$ cat src/hdl/mwf_pkg.sv
// ---------------------------------------------------------------------------
// mwf_pkg: shared types and constants of the median window filter
// Sizes of the line store and window, config codes, job and write structs.
// ---------------------------------------------------------------------------
`default_nettype none

package mwf_pkg;

  localparam int MaxWidth    = 1024;
  localparam int MaxHeight   = 4096;
  localparam int MaxRadius   = 2;
  localparam int MaxChannels = 4;
  localparam int Rows        = 2 * MaxRadius + 2;
  localparam int WinSide     = 2 * MaxRadius + 1;
  localparam int WinArea     = WinSide * WinSide;
  localparam int ColW        = $clog2(MaxWidth);
  localparam int RowW        = $clog2(MaxHeight);
  localparam int SlotW       = $clog2(Rows);
  localparam int AddrW       = SlotW + ColW;
  localparam int MemDepth    = Rows * MaxWidth;
  localparam int WinIdxW     = $clog2(WinArea);
  localparam int SideW       = $clog2(WinSide + 1);
  localparam int PixW        = 8 * MaxChannels;
  localparam int CfgW        = 13;
  localparam int QDepth      = 2;
  localparam int QPtrW       = $clog2(QDepth);
  localparam int QCntW       = $clog2(QDepth + 1);

  typedef enum logic [1:0] {
    CfgWidth    = 2'd0,
    CfgHeight   = 2'd1,
    CfgRadius   = 2'd2,
    CfgChannels = 2'd3
  } cfg_idx_e;

  // effective (saturated) configuration
  typedef struct packed {
    logic [10:0] w;
    logic [12:0] h;
    logic [1:0]  r;
    logic [2:0]  ch;
  } cfg_t;

  // one output to produce
  typedef struct packed {
    logic [ColW-1:0]  x;
    logic [RowW-1:0]  y;
    logic [SlotW-1:0] slot;
    logic             last;
  } job_t;

  // line store write
  typedef struct packed {
    logic             en;
    logic [AddrW-1:0] addr;
    logic [PixW-1:0]  data;
  } wr_t;

  // mirror about the edge pixel, then clamp
  function automatic logic [13:0] reflect(input logic signed [14:0] c, input logic [13:0] n);
    logic signed [15:0] v;
    logic signed [15:0] nn;
    nn = $signed({2'b00, n});
    v  = $signed({c[14], c});
    if (v < 0) v = -v;
    if (v >= nn) v = 16'sd2 * nn - v - 16'sd2;
    if (v < 0) v = 16'sd0;
    if (v >= nn) v = nn - 16'sd1;
    return v[13:0];
  endfunction

  function automatic logic [WinIdxW-1:0] win_last(input logic [1:0] r);
    case (r)
      2'd0:    return WinIdxW'(0);
      2'd1:    return WinIdxW'(8);
      default: return WinIdxW'(WinArea - 1);
    endcase
  endfunction

  function automatic logic [WinIdxW-1:0] win_mid(input logic [1:0] r);
    case (r)
      2'd0:    return WinIdxW'(0);
      2'd1:    return WinIdxW'(4);
      default: return WinIdxW'(WinArea / 2);
    endcase
  endfunction

endpackage

`default_nettype wire

$ cat src/hdl/mwf_queue.sv
// ---------------------------------------------------------------------------
// mwf_queue: job queue between front and back
// Two-entry fifo of output jobs.
// ---------------------------------------------------------------------------
`default_nettype none

module mwf_queue import mwf_pkg::*; (
  input  wire logic clk_i,
  input  wire logic rst_ni,
  input  wire logic push_i,
  input  wire job_t job_i,
  input  wire logic pop_i,
  output job_t      job_o,
  output logic      full_o,
  output logic      empty_o
);

  job_t             ent_q [QDepth];
  logic [QPtrW-1:0] wp_q, rp_q;
  logic [QCntW-1:0] cnt_q;

  assign full_o  = (cnt_q == QCntW'(QDepth));
  assign empty_o = (cnt_q == '0);
  assign job_o   = ent_q[rp_q];

  always_ff @(posedge clk_i) begin
    if (push_i) ent_q[wp_q] <= job_i;
  end

  always_ff @(posedge clk_i or negedge rst_ni) begin
    if (!rst_ni) begin
      wp_q <= '0; rp_q <= '0; cnt_q <= '0;
    end else begin
      if (push_i) wp_q <= wp_q + QPtrW'(1);
      if (pop_i) rp_q <= rp_q + QPtrW'(1);
      cnt_q <= cnt_q + QCntW'(push_i) - QCntW'(pop_i);
    end
  end

endmodule

`default_nettype wire

$ cat config.mk
export PLATFORM = sky130hd
export DESIGN_NAME = mwf_queue
export DESIGN_NICKNAME = d
export VERILOG_FILES = /design/src/hdl/mwf_pkg.sv /design/src/hdl/mwf_queue.sv
export SDC_FILE = /design/constraint.sdc
export NUM_CORES = 1
export LEC_CHECK = 0
export ABC_AREA = 1
export BUFFER_PORTS_ARGS = -buffer_cell sky130_fd_sc_hd__buf_2
export CAP_MARGIN = 10
export CORE_MARGIN = 1.5
export CORE_UTILIZATION = 40
export DETAILED_ROUTE_END_ITERATION = 7
export HOLD_SLACK_MARGIN = 0.06
export PLACE_DENSITY = 0.6
export SLEW_MARGIN = 20
export SYNTH_ARGS = -nofsm -noshare
export SYNTH_HDL_FRONTEND = slang
export SYNTH_SLANG_ARGS = --single-unit
$ cat constraint.sdc
create_clock -name clk_i -period 2.77 [get_ports clk_i]
set_input_delay 0.277 -clock clk_i [delete_from_list [all_inputs] [get_ports clk_i]]
set_output_delay 0.277 -clock clk_i [all_outputs]
set_load 0.1 [all_outputs]
==> impl_results.md <==
- Layout-stage area growth over the synthesis result: 20.94%
- Worst-path cell chain: buf_4 -> nand2_1 -> o21ai_2 -> buf_2
- Post-CTS Hold Fix Bufs: 1
- Setup crit end: job_o[9]
- CTS tree: yes
- I/O pin count: 58
- Worst reg2reg endpoint: ent_q[1][21]$_DFFE_PP_
- Cell types occupying the most area after synthesis: edfxtp_1 69%, o21ai_2 8.9%, inv_1 5.5%, nand2_1 5.3%, dfrtp_1 4.4%
- Count of endpoints failing setup in the final report: 0
- Final period utilization: 75.99%
- Critical Path RT: 2.49 ns
- Antenna violations before repair: 0
- Commonest non-fill, non-tap cell in the layout: buf_2
- Vias/cell: 4.389
- Start of the worst register-to-register path: wp_q$_DFFE_PN0P_
- Number of distinct standard cells referenced by the synthesized netlist: 13
- Core area: 5473 um2
- Max frequency: 0.4751 GHz
- Register bit total from synthesis: 56
- Htree depth: 2
- Floorplan die area: 6089 um2
- Setup tns final: 0 ns
- IO buf count: 57
- Data arrival time of the critical path: 1.83 ns
- Count of maximum capacitance violations: 0
- CP startpoint: rp_q$_DFFE_PN0P_
- Cell count of the worst reg-to-reg path: 3
- DIE HEIGHT: 78.04 um
- Clock Root Buffer: clkbuf_8
- Avg Inst Size Synth: 13.99 um2
- Final Slew Violations: 0
- Wire length of the first global-routing pass: 5.602 mm
- Master of the slowest instance on the critical path: dfrtp_2
- Slew margin rel.: 61.14%
- Maximum fanout count along the critical path: 22
- Drt initial violations: 45
- Remaining DRCs: 0
- Remaining number of nets flagged by the antenna check after routing: 0
- Number of buffers added by the clock tree synthesis step: 5
- Drt wl/cell: 11.51 um
- Critical path class: reg2out
- Post-synthesis cell type with the largest combined area: edfxtp_1
- Footprint of the multi-input gates: 397.9 um2
- Leading cell types in the layout, fill and taps excluded: 57 x buf_2, 52 x edfxtp_1, 33 x inv_1, 32 x nand2_1, 23 x o21ai_2
- Post_cts resized: 0
- Crit-path max cell delay: 0.57 ns
- Clock latency at the later pin of the worst-skew pair: 0.30 ns
- Final-stage net count: 257
- Final min period: 2.105 ns
- Total GRT Usage: 12.23%
- Fraction of synthesized cell area taken by the top area cell type: 69.33%
- Number of instances in the synthesized netlist: 161
- Unrepaired setup endpoints after global routing: no
- Post-synth design cell area: 2252 um2
- Final Core Density: 49.77%
- Worst Tran Pin Value: 0.5822 ns
- Maximum number of pins on one net before global-route repair: 23
- Outcome: completed
- Capturing element type of the critical path: output pin
- Row count: 27
- Portion of the post-synthesis area used by sequential elements: 73.78%
- Initial core utilization: 41.15%
- Count of TritonRoute iterations in the first routing pass: 2
- Sinks on the clock net: 56
- Count of buffers added by post-CTS timing repair for setup: 0
- Detailed Route WL: 3.430 mm
- Placer's final routability congestion estimate: 0.7121
- Min-delay worst type: in2reg
- Via count of the first global-routing pass: 1295
- Register-to-Register Setup Slack: 1.25 ns
- Share of layout cells above drive strength 1: 41.59%
- Filler instances: 517
- Clock Path Buffers: 2
- Overflow left after global routing: 0
- DIE WIDTH: 78.04 um
- # diodes: 0
- Fin Clk Skew: 0.004738 ns
- Total vias in the final route: 1308
- Startpoint class of the critical path: register
- Warning count from the yosys run: 0
- Hold Vio Cnt, Final: 0
- Clock-pin slew of the registers on the worst-case setup and hold paths: 0.09 ns
- Post-detail-place hpwl: 2.523 mm
- Flip-flop and latch area: 1663 um2
- Net count after synthesis: 193
per-stage QoR:
stage          instance area [um2]  hold WS [ns]  setup WS (ns)  instances
2_1_floorplan                 2252      -0.01859        -0.1206        161
3_3_place_gp                  2597       0.08904         0.9800        289
3_5_place_dp                  2597       0.09333         0.9751        289
4_1_cts                       2724        0.1458         0.6207        298
5_1_grt                       2724        0.1449         0.5247        298
6_report                      2724        0.1573         0.6651        298
kinds of logic (layout without fill, tap and decap cells):
family | Yosys count | count (layout) | share of synthesized area [%]
flops | 56 | 56 | 73.78
simple gates | 36 | 36 | 6.056
xor+xnor | 2 | 2 | 0.7779
fa+ha+maj | 2 | 2 | 1.111
buf+inv | 39 | 104 | 8.666
compound gates | 26 | 26 | 9.611
Yosys cell counts, drive strengths merged:
library cell and number:
edfxtp 52, inv 33, nand2 32, o21ai 26, buf 6, dfrtp 4, nor2 3, ha 2
xor2 2, nand3 1
critical path, delay by kind of cell, from the launching register on:
| kind | cells | cell delay (ns) |
|---|---|---|
| AND/OR/NAND/NOR | 1 | 0.11 |
| buffers and inverters | 2 | 0.78 |
| AO/OA/AOI/OAI | 1 | 0.07 |
| flip-flops | 1 | 0.57 |
metal layers:
metal | wire length (um) | global-route usage [%] | share of wire (%)
met1 | 1395 | 13.45 | 41
met2 | 1766 | 21.57 | 51
met3 | 193 | 3.256 | 5.6
met4 | 74 | 6.429 | 2.2
met5 | 0 | 0 | 0
worst min-delay path by stage:
| stage | end | from | slack, ns | depth (start not counted) |
|---|---|---|---|---|
| final | ent_q[0][15]$_DFFE_PP_ | job_i[15] | 0.16 | 1 |
| after global routing | ent_q[0][14]$_DFFE_PP_ | job_i[14] | 0.14 | 1 |
| after CTS | ent_q[1][15]$_DFFE_PP_ | job_i[15] | 0.15 | 1 |
| after detailed placement | cnt_q[1]$_DFF_PN0_ | rst_ni | 0.09 | 1 |
| after global placement | cnt_q[0]$_DFF_PN0_ | rst_ni | 0.09 | 1 |
| after floorplan | cnt_q[0]$_DFF_PN0_ | rst_ni | -0.02 | 0 |
sequential cells by signal, indices dropped and copies added (netlist names):
signal and cells:
ent_q 52, cnt_q 2, rp_q 1, wp_q 1
final cells by class:
type	count	share of cell area, %
repair buffers	63	12.22
well taps	72	3.307
clock buffers	6	3.032
inverters	33	4.548
multi-input cells	66	14.61
flip-flops and latches	56	61.05
clock inverters	2	1.240
Power is left out: the tool's default activity adds up to more than one toggle a clock period on the data nets, which glitch-free logic cannot reach.
