==> src/hdl/mwf_pkg.sv <==
// ---------------------------------------------------------------------------
// mwf_pkg: shared types and constants of the median window filter
// Sizes of the line store and window, config codes, job and write structs.
// ---------------------------------------------------------------------------
`default_nettype none

package mwf_pkg;

  localparam int MaxWidth    = 1024;
  localparam int MaxHeight   = 4096;
  localparam int MaxRadius   = 2;
  localparam int MaxChannels = 4;
  localparam int Rows        = 2 * MaxRadius + 2;
  localparam int WinSide     = 2 * MaxRadius + 1;
  localparam int WinArea     = WinSide * WinSide;
  localparam int ColW        = $clog2(MaxWidth);
  localparam int RowW        = $clog2(MaxHeight);
  localparam int SlotW       = $clog2(Rows);
  localparam int AddrW       = SlotW + ColW;
  localparam int MemDepth    = Rows * MaxWidth;
  localparam int WinIdxW     = $clog2(WinArea);
  localparam int SideW       = $clog2(WinSide + 1);
  localparam int PixW        = 8 * MaxChannels;
  localparam int CfgW        = 13;
  localparam int QDepth      = 2;
  localparam int QPtrW       = $clog2(QDepth);
  localparam int QCntW       = $clog2(QDepth + 1);

  typedef enum logic [1:0] {
    CfgWidth    = 2'd0,
    CfgHeight   = 2'd1,
    CfgRadius   = 2'd2,
    CfgChannels = 2'd3
  } cfg_idx_e;

  // effective (saturated) configuration
  typedef struct packed {
    logic [10:0] w;
    logic [12:0] h;
    logic [1:0]  r;
    logic [2:0]  ch;
  } cfg_t;

  // one output to produce
  typedef struct packed {
    logic [ColW-1:0]  x;
    logic [RowW-1:0]  y;
    logic [SlotW-1:0] slot;
    logic             last;
  } job_t;

  // line store write
  typedef struct packed {
    logic             en;
    logic [AddrW-1:0] addr;
    logic [PixW-1:0]  data;
  } wr_t;

  // mirror about the edge pixel, then clamp
  function automatic logic [13:0] reflect(input logic signed [14:0] c, input logic [13:0] n);
    logic signed [15:0] v;
    logic signed [15:0] nn;
    nn = $signed({2'b00, n});
    v  = $signed({c[14], c});
    if (v < 0) v = -v;
    if (v >= nn) v = 16'sd2 * nn - v - 16'sd2;
    if (v < 0) v = 16'sd0;
    if (v >= nn) v = nn - 16'sd1;
    return v[13:0];
  endfunction

  function automatic logic [WinIdxW-1:0] win_last(input logic [1:0] r);
    case (r)
      2'd0:    return WinIdxW'(0);
      2'd1:    return WinIdxW'(8);
      default: return WinIdxW'(WinArea - 1);
    endcase
  endfunction

  function automatic logic [WinIdxW-1:0] win_mid(input logic [1:0] r);
    case (r)
      2'd0:    return WinIdxW'(0);
      2'd1:    return WinIdxW'(4);
      default: return WinIdxW'(WinArea / 2);
    endcase
  endfunction

endpackage

`default_nettype wire

==> src/hdl/mwf_if.sv <==
// ---------------------------------------------------------------------------
// mwf_if: stream channels of the median window filter
// Pixel input channel and median output channel, valid/ready.
// ---------------------------------------------------------------------------
`default_nettype none

interface mwf_in_if;
  logic       valid;
  logic       ready;
  logic       mode;
  logic [7:0] chan0_in;
  logic [7:0] chan1_in;
  logic [7:0] chan2_in;
  logic [7:0] chan3_in;
  modport source(output valid, mode, chan0_in, chan1_in, chan2_in, chan3_in, input ready);
  modport sink(input valid, mode, chan0_in, chan1_in, chan2_in, chan3_in, output ready);
endinterface


`default_nettype wire

==> src/hdl/mwf_front.sv <==
// ---------------------------------------------------------------------------
// mwf_front: input side of the median window filter
// Accepts words, writes pixels to the line store, issues output jobs.
// ---------------------------------------------------------------------------
`default_nettype none

module mwf_front import mwf_pkg::*; (
  input  wire logic clk_i,
  input  wire logic rst_ni,
  input  wire cfg_t cfg_i,
  input  wire logic restart_i,
  input  wire logic busy_i,
  input  wire logic q_full_i,
  mwf_in_if.sink    in_ch,
  output logic      push_o,
  output job_t      job_o,
  output wr_t       wr_o
);

  logic [ColW-1:0]  in_col_q, in_col_d, emit_col_q, emit_col_d;
  logic [RowW-1:0]  in_row_q, in_row_d, emit_row_q, emit_row_d;
  logic [SlotW-1:0] in_slot_q, in_slot_d, emit_slot_q, emit_slot_d;
  logic             in_done_q, in_done_d;
  logic             frame_start, acc, emit, hit, last;

  // hold a new frame until the previous frame's jobs have read the store
  assign frame_start = (in_col_q == '0) && (in_row_q == '0) && !in_done_q;
  assign in_ch.ready = !q_full_i && !(frame_start && busy_i);
  assign acc         = in_ch.valid && in_ch.ready;

  assign hit  = (in_row_q > RowW'(cfg_i.r)) ||
                ((in_row_q == RowW'(cfg_i.r)) && (in_col_q >= ColW'(cfg_i.r)));
  assign last = (({1'b0, emit_row_q} + 13'd1) >= cfg_i.h) &&
                (({1'b0, emit_col_q} + 11'd1) >= cfg_i.w);

  always_comb begin
    in_col_d    = in_col_q;
    in_row_d    = in_row_q;
    in_slot_d   = in_slot_q;
    in_done_d   = in_done_q;
    emit_col_d  = emit_col_q;
    emit_row_d  = emit_row_q;
    emit_slot_d = emit_slot_q;
    emit        = 1'b0;
    wr_o.en     = 1'b0;
    wr_o.addr   = {in_slot_q, in_col_q};
    wr_o.data   = {in_ch.chan3_in, in_ch.chan2_in, in_ch.chan1_in, in_ch.chan0_in};
    if (acc) begin
      if (in_ch.mode) begin
        emit = in_done_q;
      end else if (!in_done_q) begin
        wr_o.en = 1'b1;
        emit    = hit;
        if (({1'b0, in_col_q} + 11'd1) >= cfg_i.w) begin
          in_col_d = '0;
          if (({1'b0, in_row_q} + 13'd1) >= cfg_i.h) begin
            in_row_d  = '0;
            in_slot_d = '0;
            in_done_d = 1'b1;
          end else begin
            in_row_d  = in_row_q + RowW'(1);
            in_slot_d = (in_slot_q == SlotW'(Rows - 1)) ? '0 : in_slot_q + SlotW'(1);
          end
        end else begin
          in_col_d = in_col_q + ColW'(1);
        end
      end
    end
    if (emit) begin
      if (last) begin
        in_col_d = '0; in_row_d = '0; in_slot_d = '0; in_done_d = 1'b0;
        emit_col_d = '0; emit_row_d = '0; emit_slot_d = '0;
      end else if (({1'b0, emit_col_q} + 11'd1) >= cfg_i.w) begin
        emit_col_d  = '0;
        emit_row_d  = emit_row_q + RowW'(1);
        emit_slot_d = (emit_slot_q == SlotW'(Rows - 1)) ? '0 : emit_slot_q + SlotW'(1);
      end else begin
        emit_col_d = emit_col_q + ColW'(1);
      end
    end
    if (restart_i) begin
      in_col_d = '0; in_row_d = '0; in_slot_d = '0; in_done_d = 1'b0;
      emit_col_d = '0; emit_row_d = '0; emit_slot_d = '0;
    end
  end

  assign push_o     = emit;
  assign job_o.x    = emit_col_q;
  assign job_o.y    = emit_row_q;
  assign job_o.slot = emit_slot_q;
  assign job_o.last = last;

  always_ff @(posedge clk_i or negedge rst_ni) begin
    if (!rst_ni) begin
      in_col_q <= '0; in_row_q <= '0; in_slot_q <= '0; in_done_q <= 1'b0;
      emit_col_q <= '0; emit_row_q <= '0; emit_slot_q <= '0;
    end else begin
      in_col_q <= in_col_d; in_row_q <= in_row_d; in_slot_q <= in_slot_d;
      in_done_q <= in_done_d;
      emit_col_q <= emit_col_d; emit_row_q <= emit_row_d; emit_slot_q <= emit_slot_d;
    end
  end

endmodule

`default_nettype wire

==> src/flat_wrapper.sv <==
// flat-port wrapper written by rule: the top's interface ports become plain ports
module mwf_front_flat import mwf_pkg::*;
  (clk_i, rst_ni, cfg_i, restart_i, busy_i, q_full_i, push_o, job_o, wr_o, in_ch_valid, in_ch_mode, in_ch_chan0_in, in_ch_chan1_in, in_ch_chan2_in, in_ch_chan3_in, in_ch_ready);
  mwf_in_if in_ch_i ();
  input  wire logic clk_i;
  input  wire logic rst_ni;
  input  wire cfg_t cfg_i;
  input  wire logic restart_i;
  input  wire logic busy_i;
  input  wire logic q_full_i;
  output logic push_o;
  output job_t job_o;
  output wr_t wr_o;
  input wire logic [$bits(in_ch_i.valid)-1:0] in_ch_valid;
  input wire logic [$bits(in_ch_i.mode)-1:0] in_ch_mode;
  input wire logic [$bits(in_ch_i.chan0_in)-1:0] in_ch_chan0_in;
  input wire logic [$bits(in_ch_i.chan1_in)-1:0] in_ch_chan1_in;
  input wire logic [$bits(in_ch_i.chan2_in)-1:0] in_ch_chan2_in;
  input wire logic [$bits(in_ch_i.chan3_in)-1:0] in_ch_chan3_in;
  output wire logic [$bits(in_ch_i.ready)-1:0] in_ch_ready;
  assign in_ch_i.valid = in_ch_valid;
  assign in_ch_i.mode = in_ch_mode;
  assign in_ch_i.chan0_in = in_ch_chan0_in;
  assign in_ch_i.chan1_in = in_ch_chan1_in;
  assign in_ch_i.chan2_in = in_ch_chan2_in;
  assign in_ch_i.chan3_in = in_ch_chan3_in;
  assign in_ch_ready = in_ch_i.ready;
  mwf_front u_core (.clk_i(clk_i), .rst_ni(rst_ni), .cfg_i(cfg_i), .restart_i(restart_i), .busy_i(busy_i), .q_full_i(q_full_i), .in_ch(in_ch_i), .push_o(push_o), .job_o(job_o), .wr_o(wr_o));
endmodule
==> config.mk <==
export PLATFORM = sky130hd
export DESIGN_NAME = mwf_front_flat
export DESIGN_NICKNAME = d
export VERILOG_FILES = /design/src/hdl/mwf_pkg.sv /design/src/hdl/mwf_if.sv /design/src/hdl/mwf_front.sv /design/src/flat_wrapper.sv
export SDC_FILE = /design/constraint.sdc
export NUM_CORES = 1
export LEC_CHECK = 0
export ABC_AREA = 1
export ABC_CLOCK_PERIOD_IN_PS = 3480
export BUFFER_PORTS_ARGS = -buffer_cell sky130_fd_sc_hd__buf_4
export CAP_MARGIN = 20
export CORE_MARGIN = 5
export CORE_UTILIZATION = 29
export CTS_CLUSTER_DIAMETER = 80
export DETAILED_ROUTE_END_ITERATION = 8
export PLACE_DENSITY = 0.49
export RECOVER_POWER = 50
export SLEW_MARGIN = 20
export SYNTH_ARGS = -nofsm -noshare
export SYNTH_HDL_FRONTEND = slang
export SYNTH_SLANG_ARGS = --single-unit
==> constraint.sdc <==
create_clock -name clk_i -period 3.48 [get_ports clk_i]
set_clock_uncertainty 0.15 [all_clocks]
set_input_delay 0.522 -clock clk_i [delete_from_list [all_inputs] [get_ports clk_i]]
set_output_delay 0.522 -clock clk_i [all_outputs]
set_load 0.01 [all_outputs]
==> run_results.csv, run 1 <==
group,metric,value,unit
outcome,outcome,"complete, no violations",
finish,finished_layout_cell_area,6080,um2
critical_path,timing.reg2reg.worst_path_depth,20,
critical_path,rrSetupSlack,0.36,ns
routing,detail-route-antenna-nets,0,
sta,rsz0062_at_grt,"yes",
grt,grt_first_pass_wirelength,23300,um
grt,grt_usage,0.140,
cts,cts_tree,"built",
logic_synthesis,synth_seq_cells,51,
critical_path,cp_top_family,"simple AND/OR/NAND/NOR gates",
critical_path,worstSetupEndpointType,"output pin",
sta,timing.final.max_slew_violations,0,
sta,fmax,302,MHz
critical_path,worstPathCellList,"inv_1 -> nor2_4 -> nand4_1 -> nor2_2 -> nand3_1 -> xor2_2 -> ha_1 -> nand2_1 -> a21oi_1 -> nor2_1 -> nand4_1 -> nand2_2 -> inv_1 -> buf_4",
sta,worst-slew-pin-transition,1.47,ns
routing,dr.first_iter.drc_count,245,
routing,route.vias.total,4707,
placed_design,placement.cell_area,5810,um2
logic_synthesis,post_synth_inst_count,774,
finish,nNetsFinal,949,
placed_design,gp_congestion,0.822,
routing,detail_route.vias_per_cell,4.47,
logic_synthesis,synthesis.area,5260,um2
critical_path,crit_buf_inv,3,
cts,cts.htree.levels,2,
floorplan,fp.dieW,145,um
pwr,ir_drop_worst_case_vdd,175,uV
sta,ratio_of_final_minimum_period_to_clock_period,0.953,
sta,hold_viol,0,
logic_synthesis,ys_seq_area_frac,0.243,
critical_path,slowest_stage,"dfrtp_1",
routing,drt_first_pass_iters,4,
floorplan,die_y,145,um
pwr,power-per-cell-area,242,nW/um2
critical_path,critical_path.max_fanout,4,
cts,root_buffer,"clkbuf_16",
cts,path_clk_slew,0.08,ns
floorplan,die_area,20900,um2
hold_path,timing.hold.worst.start,"u_core.emit_slot_q[1]",
floorplan,placeableCoreArea,17900,um2
cts,cts-buffers-inserted,5,
critical_path,timing.rr.start,"u_core.in_row_q[1]",
cts,post_cts_hold_buffer_count,0,
routing,avgRoutedWirePerCell,13.5,um
grt,grt_antenna_before_repair,0,
floorplan,initial_core_util,0.294,
sta,time_the_worst_path_needs_with_i_o_delays_and_setup,3.32,ns
critical_path,worst-endpoint-required,2.81,ns
hold_path,hold_class,"flop to flop",
job,max_cap_violations,0,
hold_path,holdPathStages,2,
critical_path,start_kind,"flop",
critical_path,rr_endpoint,"u_core.in_row_q[0]",
finish,fraction_of_layout_cells_with_a_size_suffix_above_1,0.169,
grt,maximum_number_of_pins_on_one_net_before_global_route_repair,52,
logic_synthesis,postSynthNetCount,900,
critical_path,worst_ep_arrival_time,2.64,ns
routing,drc,0,
grt,grt_overflow_total,0,
sta,worst_slew_margin_rel,0.0179,
logic_synthesis,syn_avg_cell_area,6.79,um2
finish,syn2layout_area_growth,15.6,%
finish,post-route-util,0.340,
logic_synthesis,synthDistinctLibCells,41,
pwr,power.leakage,3.50,nW
hold_path,worstHoldEndpoint,"u_core.emit_slot_q[1]",
placed_design,hpwl_after_detailed_placement,11000,um
placed_design,buffer_ports.inserted,74,
critical_path,kind_of_critical_path,"flop to output pin",
sta,setup-violations-final,0,
logic_synthesis,yosys-top-cells-area,"dfrtp_1, nand2_1, ha_1, inv_1, nand3_1",
logic_synthesis,yosysWarningCount,0,
sta,fin_hold_ws,0.383,ns
cts,cts-root-to-sink-buffers,2,
floorplan,ios,142,
logic_synthesis,top_cell_type_s_share_of_synthesized_area,0.243,
cts,clock-sinks,51,
finish,antennaDiodeCount,0,
cts,worst_skew_pair.late_latency,0.31,ns
logic_synthesis,netlist.top_cell.by_area,"dfrtp_1",
critical_path,timing.critical_path.slowest_cell_delay,0.40,ns
routing,routed_wl,14200,um
grt,grt_pass1_vias,4592,
floorplan,row_count,49,
## placed cells by master, fill, tap and decap left out, types with 4 or more instances in the layout
master	synthesis	final
ha_1	58	55
dfrtp_1	51	50
nor3_1	7	5
nand2_1	211	210
o21ai_2	4	4
nand3b_1	5	5
o21ai_0	9	8
a21boi_0	4	4
a21boi_1	4	4
inv_1	114	114
a21oi_1	23	23
nand3_1	72	71
nand2_2	5	6
nor2_1	87	81
nand4_1	15	15
xor2_1	25	24
inv_2	6	6
buf_4	33	84
clkbuf_16	0	5
nor2_2	4	9
## metal layers
metal	GRT usage	share of wire	wire [um]
met5	0	0	0
met4	0.0363	0.011	155
met3	0.0228	0.049	700
met2	0.223	0.45	6380
met1	0.197	0.49	6940
## synthesized netlist by cell type, drive strengths merged
library cell  instances
nand2               219
inv                 120
nor2                 93
nand3                72
ha                   58
dfrtp                51
buf                  45
xor2                 25
a21oi                23
nand4                17
o21ai                15
a21boi                8
nor3                  8
nand3b                5
clkbuf                3
o21bai                3
a21o                  1
a31o                  1
and3                  1
mux2i                 1
o211ai                1
o21a                  1
o31ai                 1
or2                   1
xnor2                 1
## state kept, by name (all words and copies together), names as in the netlist
name and flops:
u_core.in_done_q 1, u_core.emit_row_q 12, u_core.in_col_q 10, u_core.emit_slot_q 3, u_core.in_row_q 12, u_core.in_slot_q 3, u_core.emit_col_q 10
## per-stage QoR
| stage | setup WS (ns) | std cells | power, mW | TNS, ns |
|---|---|---|---|---|
| 6_report | 0.164 | 1052 | 1.47 | 0 |
| 5_1_grt | -0.0572 | 1052 | 1.55 | -0.0572 |
| 4_1_cts | 0.0123 | 1049 | 1.50 | 0 |
| 3_5_place_dp | 0.196 | 1040 | 0.890 | 0 |
| 3_3_place_gp | 0.209 | 1040 | 0.890 | 0 |
| 2_1_floorplan | 0.273 | 774 | 0.818 | 0 |
## where the power goes
| group | internal (mW) | switching [mW] |
|---|---|---|
| clock network | 0.337 | 0.255 |
| registers | 0.604 | 0.0123 |
| logic | 0.109 | 0.155 |
| total | 1.05 | 0.422 |
## kinds of logic (layout without fill, tap and decap cells)
group	count (synthesis)	in the layout	synth area share
DFF	51	51	0.243
buffers and inverters	168	217	0.159
AOI/OAI and AO/OA	54	54	0.0643
adders and majority gates	58	58	0.138
and+or+nand+nor	416	416	0.350
xor gates and xnor gates	26	26	0.0433
muxes	1	1	0.00190
## layout make-up
cell class	count	area, um2
multi-input combinational	555	3210
fill	1995	11800
clock inverter	2	37.5
sequential	51	1280
tap	229	287
inverter	120	450
timing repair buffer	90	687
clock buffer	5	125
## worst max-delay path by stage
stage	start	to	slack [ns]	depth (start not counted)
after floorplan	u_core.emit_row_q[0]	job_o[0]	0.27	17
after global placement	u_core.emit_col_q[0]	job_o[0]	0.21	14
after detailed placement	u_core.emit_col_q[0]	job_o[0]	0.20	14
after CTS	u_core.emit_row_q[5]	job_o[0]	0.01	15
after global routing	u_core.emit_row_q[1]	job_o[0]	-0.06	15
final	u_core.emit_col_q[0]	job_o[0]	0.16	14
## worst register-to-register path: cells and delay by family, from the launching register on
family	cells	cell delay, ns
xor gates and xnor gates	1	0.22
adders and majority gates	2	0.49
AOI/OAI and AO/OA	2	0.29
and+or+nand+nor	13	1.28
DFF	1	0.41
buffers and inverters	2	0.23
## what timing repair did
item | 4_1_cts | 5_1_grt
resized for setup | 2 | 15
buffers inserted | 2 | 3
pin swaps | 1 | 7
endpoints found under the setup margin | 1 | 15
No activity file was read; power rests on OpenSTA's default activity.
==> run 2: changes to the inputs <==
--- a/config.mk
+++ b/config.mk
@@ -10,8 +10,10 @@
 export BUFFER_PORTS_ARGS = -buffer_cell sky130_fd_sc_hd__buf_4
 export CAP_MARGIN = 20
+export CORE_ASPECT_RATIO = 2
 export CORE_MARGIN = 5
 export CORE_UTILIZATION = 29
 export CTS_CLUSTER_DIAMETER = 80
 export DETAILED_ROUTE_END_ITERATION = 8
+export GPL_TIMING_DRIVEN = 0
 export PLACE_DENSITY = 0.49
 export RECOVER_POWER = 50
--- a/constraint.sdc
+++ b/constraint.sdc
@@ -3,3 +3,3 @@
 set_input_delay 0.522 -clock clk_i [delete_from_list [all_inputs] [get_ports clk_i]]
 set_output_delay 0.522 -clock clk_i [all_outputs]
-set_load 0.01 [all_outputs]
+set_load 0.005 [all_outputs]
==> run_results.csv, run 2 (synthesis gave the netlist of run 1 again) <==
group,metric,value,unit
placed_design,hpwl_after_detailed_placement,12900,um
routing,routed_wl,15600,um
cts,worst_skew_pair.late_latency,0.31,ns
pwr,power.leakage,3.93,nW
floorplan,placeableCoreArea,17800,um2
cts,cts.htree.levels,2,
grt,grt_usage,0.148,
finish,syn2layout_area_growth,28.4,%
sta,fin_hold_ws,0.374,ns
placed_design,gp_congestion,0.819,
grt,maximum_number_of_pins_on_one_net_before_global_route_repair,52,
finish,fraction_of_layout_cells_with_a_size_suffix_above_1,0.251,
job,max_cap_violations,0,
routing,drc,0,
outcome,outcome,"complete, no violations",
finish,layout_common_cells,"nand2_1, buf_4, inv_1",
routing,dr.first_iter.drc_count,147,
critical_path,worst_setup_path_startpoint,"u_core.emit_col_q[1]",
pwr,power-per-cell-area,240,nW/um2
hold_path,timing.hold.worst.start,"u_core.emit_row_q[11]",
routing,avgRoutedWirePerCell,14.0,um
placed_design,buffer_ports.inserted,106,
floorplan,row_count,69,
sta,timing.final.max_slew_violations,0,
floorplan,fp.dieW,105,um
cts,path_clk_slew,0.08,ns
sta,worst_slew_margin_rel,0.0281,
critical_path,worstSetupEndpointType,"output pin",
finish,final_common_cell,"nand2_1",
hold_path,hold_class,"flop to flop",
sta,fmax,300,MHz
grt,grt_antenna_before_repair,0,
sta,rsz0062_at_grt,"no",
critical_path,kind_of_critical_path,"flop to output pin",
cts,post_cts_hold_buffer_count,0,
routing,drt_first_pass_iters,4,
placed_design,placement.cell_area,6320,um2
cts,clock-sinks,51,
finish,antennaDiodeCount,0,
floorplan,die_y,200,um
cts,root_buffer,"clkbuf_16",
critical_path,worst_ep_arrival_time,2.66,ns
cts,cts-root-to-sink-buffers,2,
grt,grt_pass1_vias,5219,
grt,grt_overflow_total,0,
grt,grt_first_pass_wirelength,25600,um
floorplan,ios,142,
sta,hold_viol,0,
pwr,ir_drop_worst_case_vdd,207,uV
finish,nNetsFinal,1029,
routing,route.vias.total,5080,
sta,ratio_of_final_minimum_period_to_clock_period,0.959,
routing,detail-route-antenna-nets,0,
floorplan,initial_core_util,0.296,
finish,post-route-util,0.379,
sta,setup-violations-final,0,
critical_path,timing.rr.start,"u_core.in_row_q[1]",
sta,time_the_worst_path_needs_with_i_o_delays_and_setup,3.34,ns
cts,cts-buffers-inserted,5,
cts,cts_tree,"built",
critical_path,critical_path.max_fanout,8,
critical_path,start_kind,"flop",
floorplan,die_area,21100,um2
routing,detail_route.vias_per_cell,4.55,
finish,layout_top_registers,"u_core.emit_row_q x12, u_core.in_row_q x12",
sta,worst-slew-pin-transition,1.46,ns
finish,finished_layout_cell_area,6750,um2
critical_path,worst-endpoint-required,2.81,ns
==> run 2: cell count changes in the layout (fill, tap and decap cells not counted), moves of 3 or more <==
cell | before | now
buf_4 | 84 | 119
buf_6 | 0 | 7
clkbuf_4 | 0 | 34
inv_1 | 114 | 111
==> run 2: path summary, 6_finish.rpt <==
kind                                              end  slack, ns  cells after the start
worst max-delay path                         job_o[0]       0.14                     14
worst min-delay path            u_core.emit_row_q[11]       0.37                      2
worst max register to register     u_core.in_row_q[7]       0.38                     20
worst min register to register  u_core.emit_row_q[11]       0.37                      2
max in group asynchronous        u_core.emit_row_q[0]       1.82                      1
min in group asynchronous        u_core.emit_col_q[3]       0.39                      1
==> run 2: cell type report <==
class / count / area [um2]
multi-input cells: 555 / 3260
fillers: 1934 / 11000
flip-flops and latches: 51 / 1280
clock buffers: 5 / 125
clock inverters: 3 / 67.6
well taps: 213 / 267
repair buffers: 125 / 925
inverters: 120 / 455
plain buffers: 45 / 370
==> run 2: timing repair <==
action	in CTS	in global routing
setup endpoints to repair	20	15
endpoints found under the hold margin	0	0
pin swaps	9	12
setup buffers	10	9
gates resized for setup	21	17
==> run 2: layer usage <==
| metal | wire (um) | track usage |
|---|---|---|
| met4 | 328 | 0.0517 |
| met1 | 5660 | 0.147 |
| met5 | 0 | 0 |
| met2 | 8960 | 0.298 |
| met3 | 697 | 0.0226 |
==> run 2: worst max-delay path: stages (launching register included) <==
cell and delay, ns:
dfrtp_1 0.43, nand2_2 0.08, nor2_4 0.14, nand4_1 0.11, nor2_2 0.14, nand3_1 0.09
xor2_1 0.19, ha_1 0.32, nand2_1 0.09, a21oi_1 0.04, nor2_1 0.11, nand4_1 0.20
nand2_2 0.17, clkinv_4 0.09, buf_4 0.14
==> run 2: where the power goes <==
part / switching (mW) / internal [mW]
clock network: 0.261 / 0.413
logic: 0.167 / 0.158
registers: 0.0169 / 0.604
total: 0.445 / 1.18
==> run 2: through the flow <==
| stage | TNS [ns] | setup slack (ns) | total power [mW] | instances |
|---|---|---|---|---|
| finish | 0 | 0.144 | 1.62 | 1117 |
| global placement | -2.09 | -0.519 | 0.949 | 1093 |
| floorplan | 0 | 0.325 | 0.805 | 774 |
| detailed placement | -1.74 | -0.493 | 0.950 | 1093 |
| CTS | 0 | 0.0127 | 1.65 | 1109 |
| global route | 0 | 0.0238 | 1.70 | 1117 |
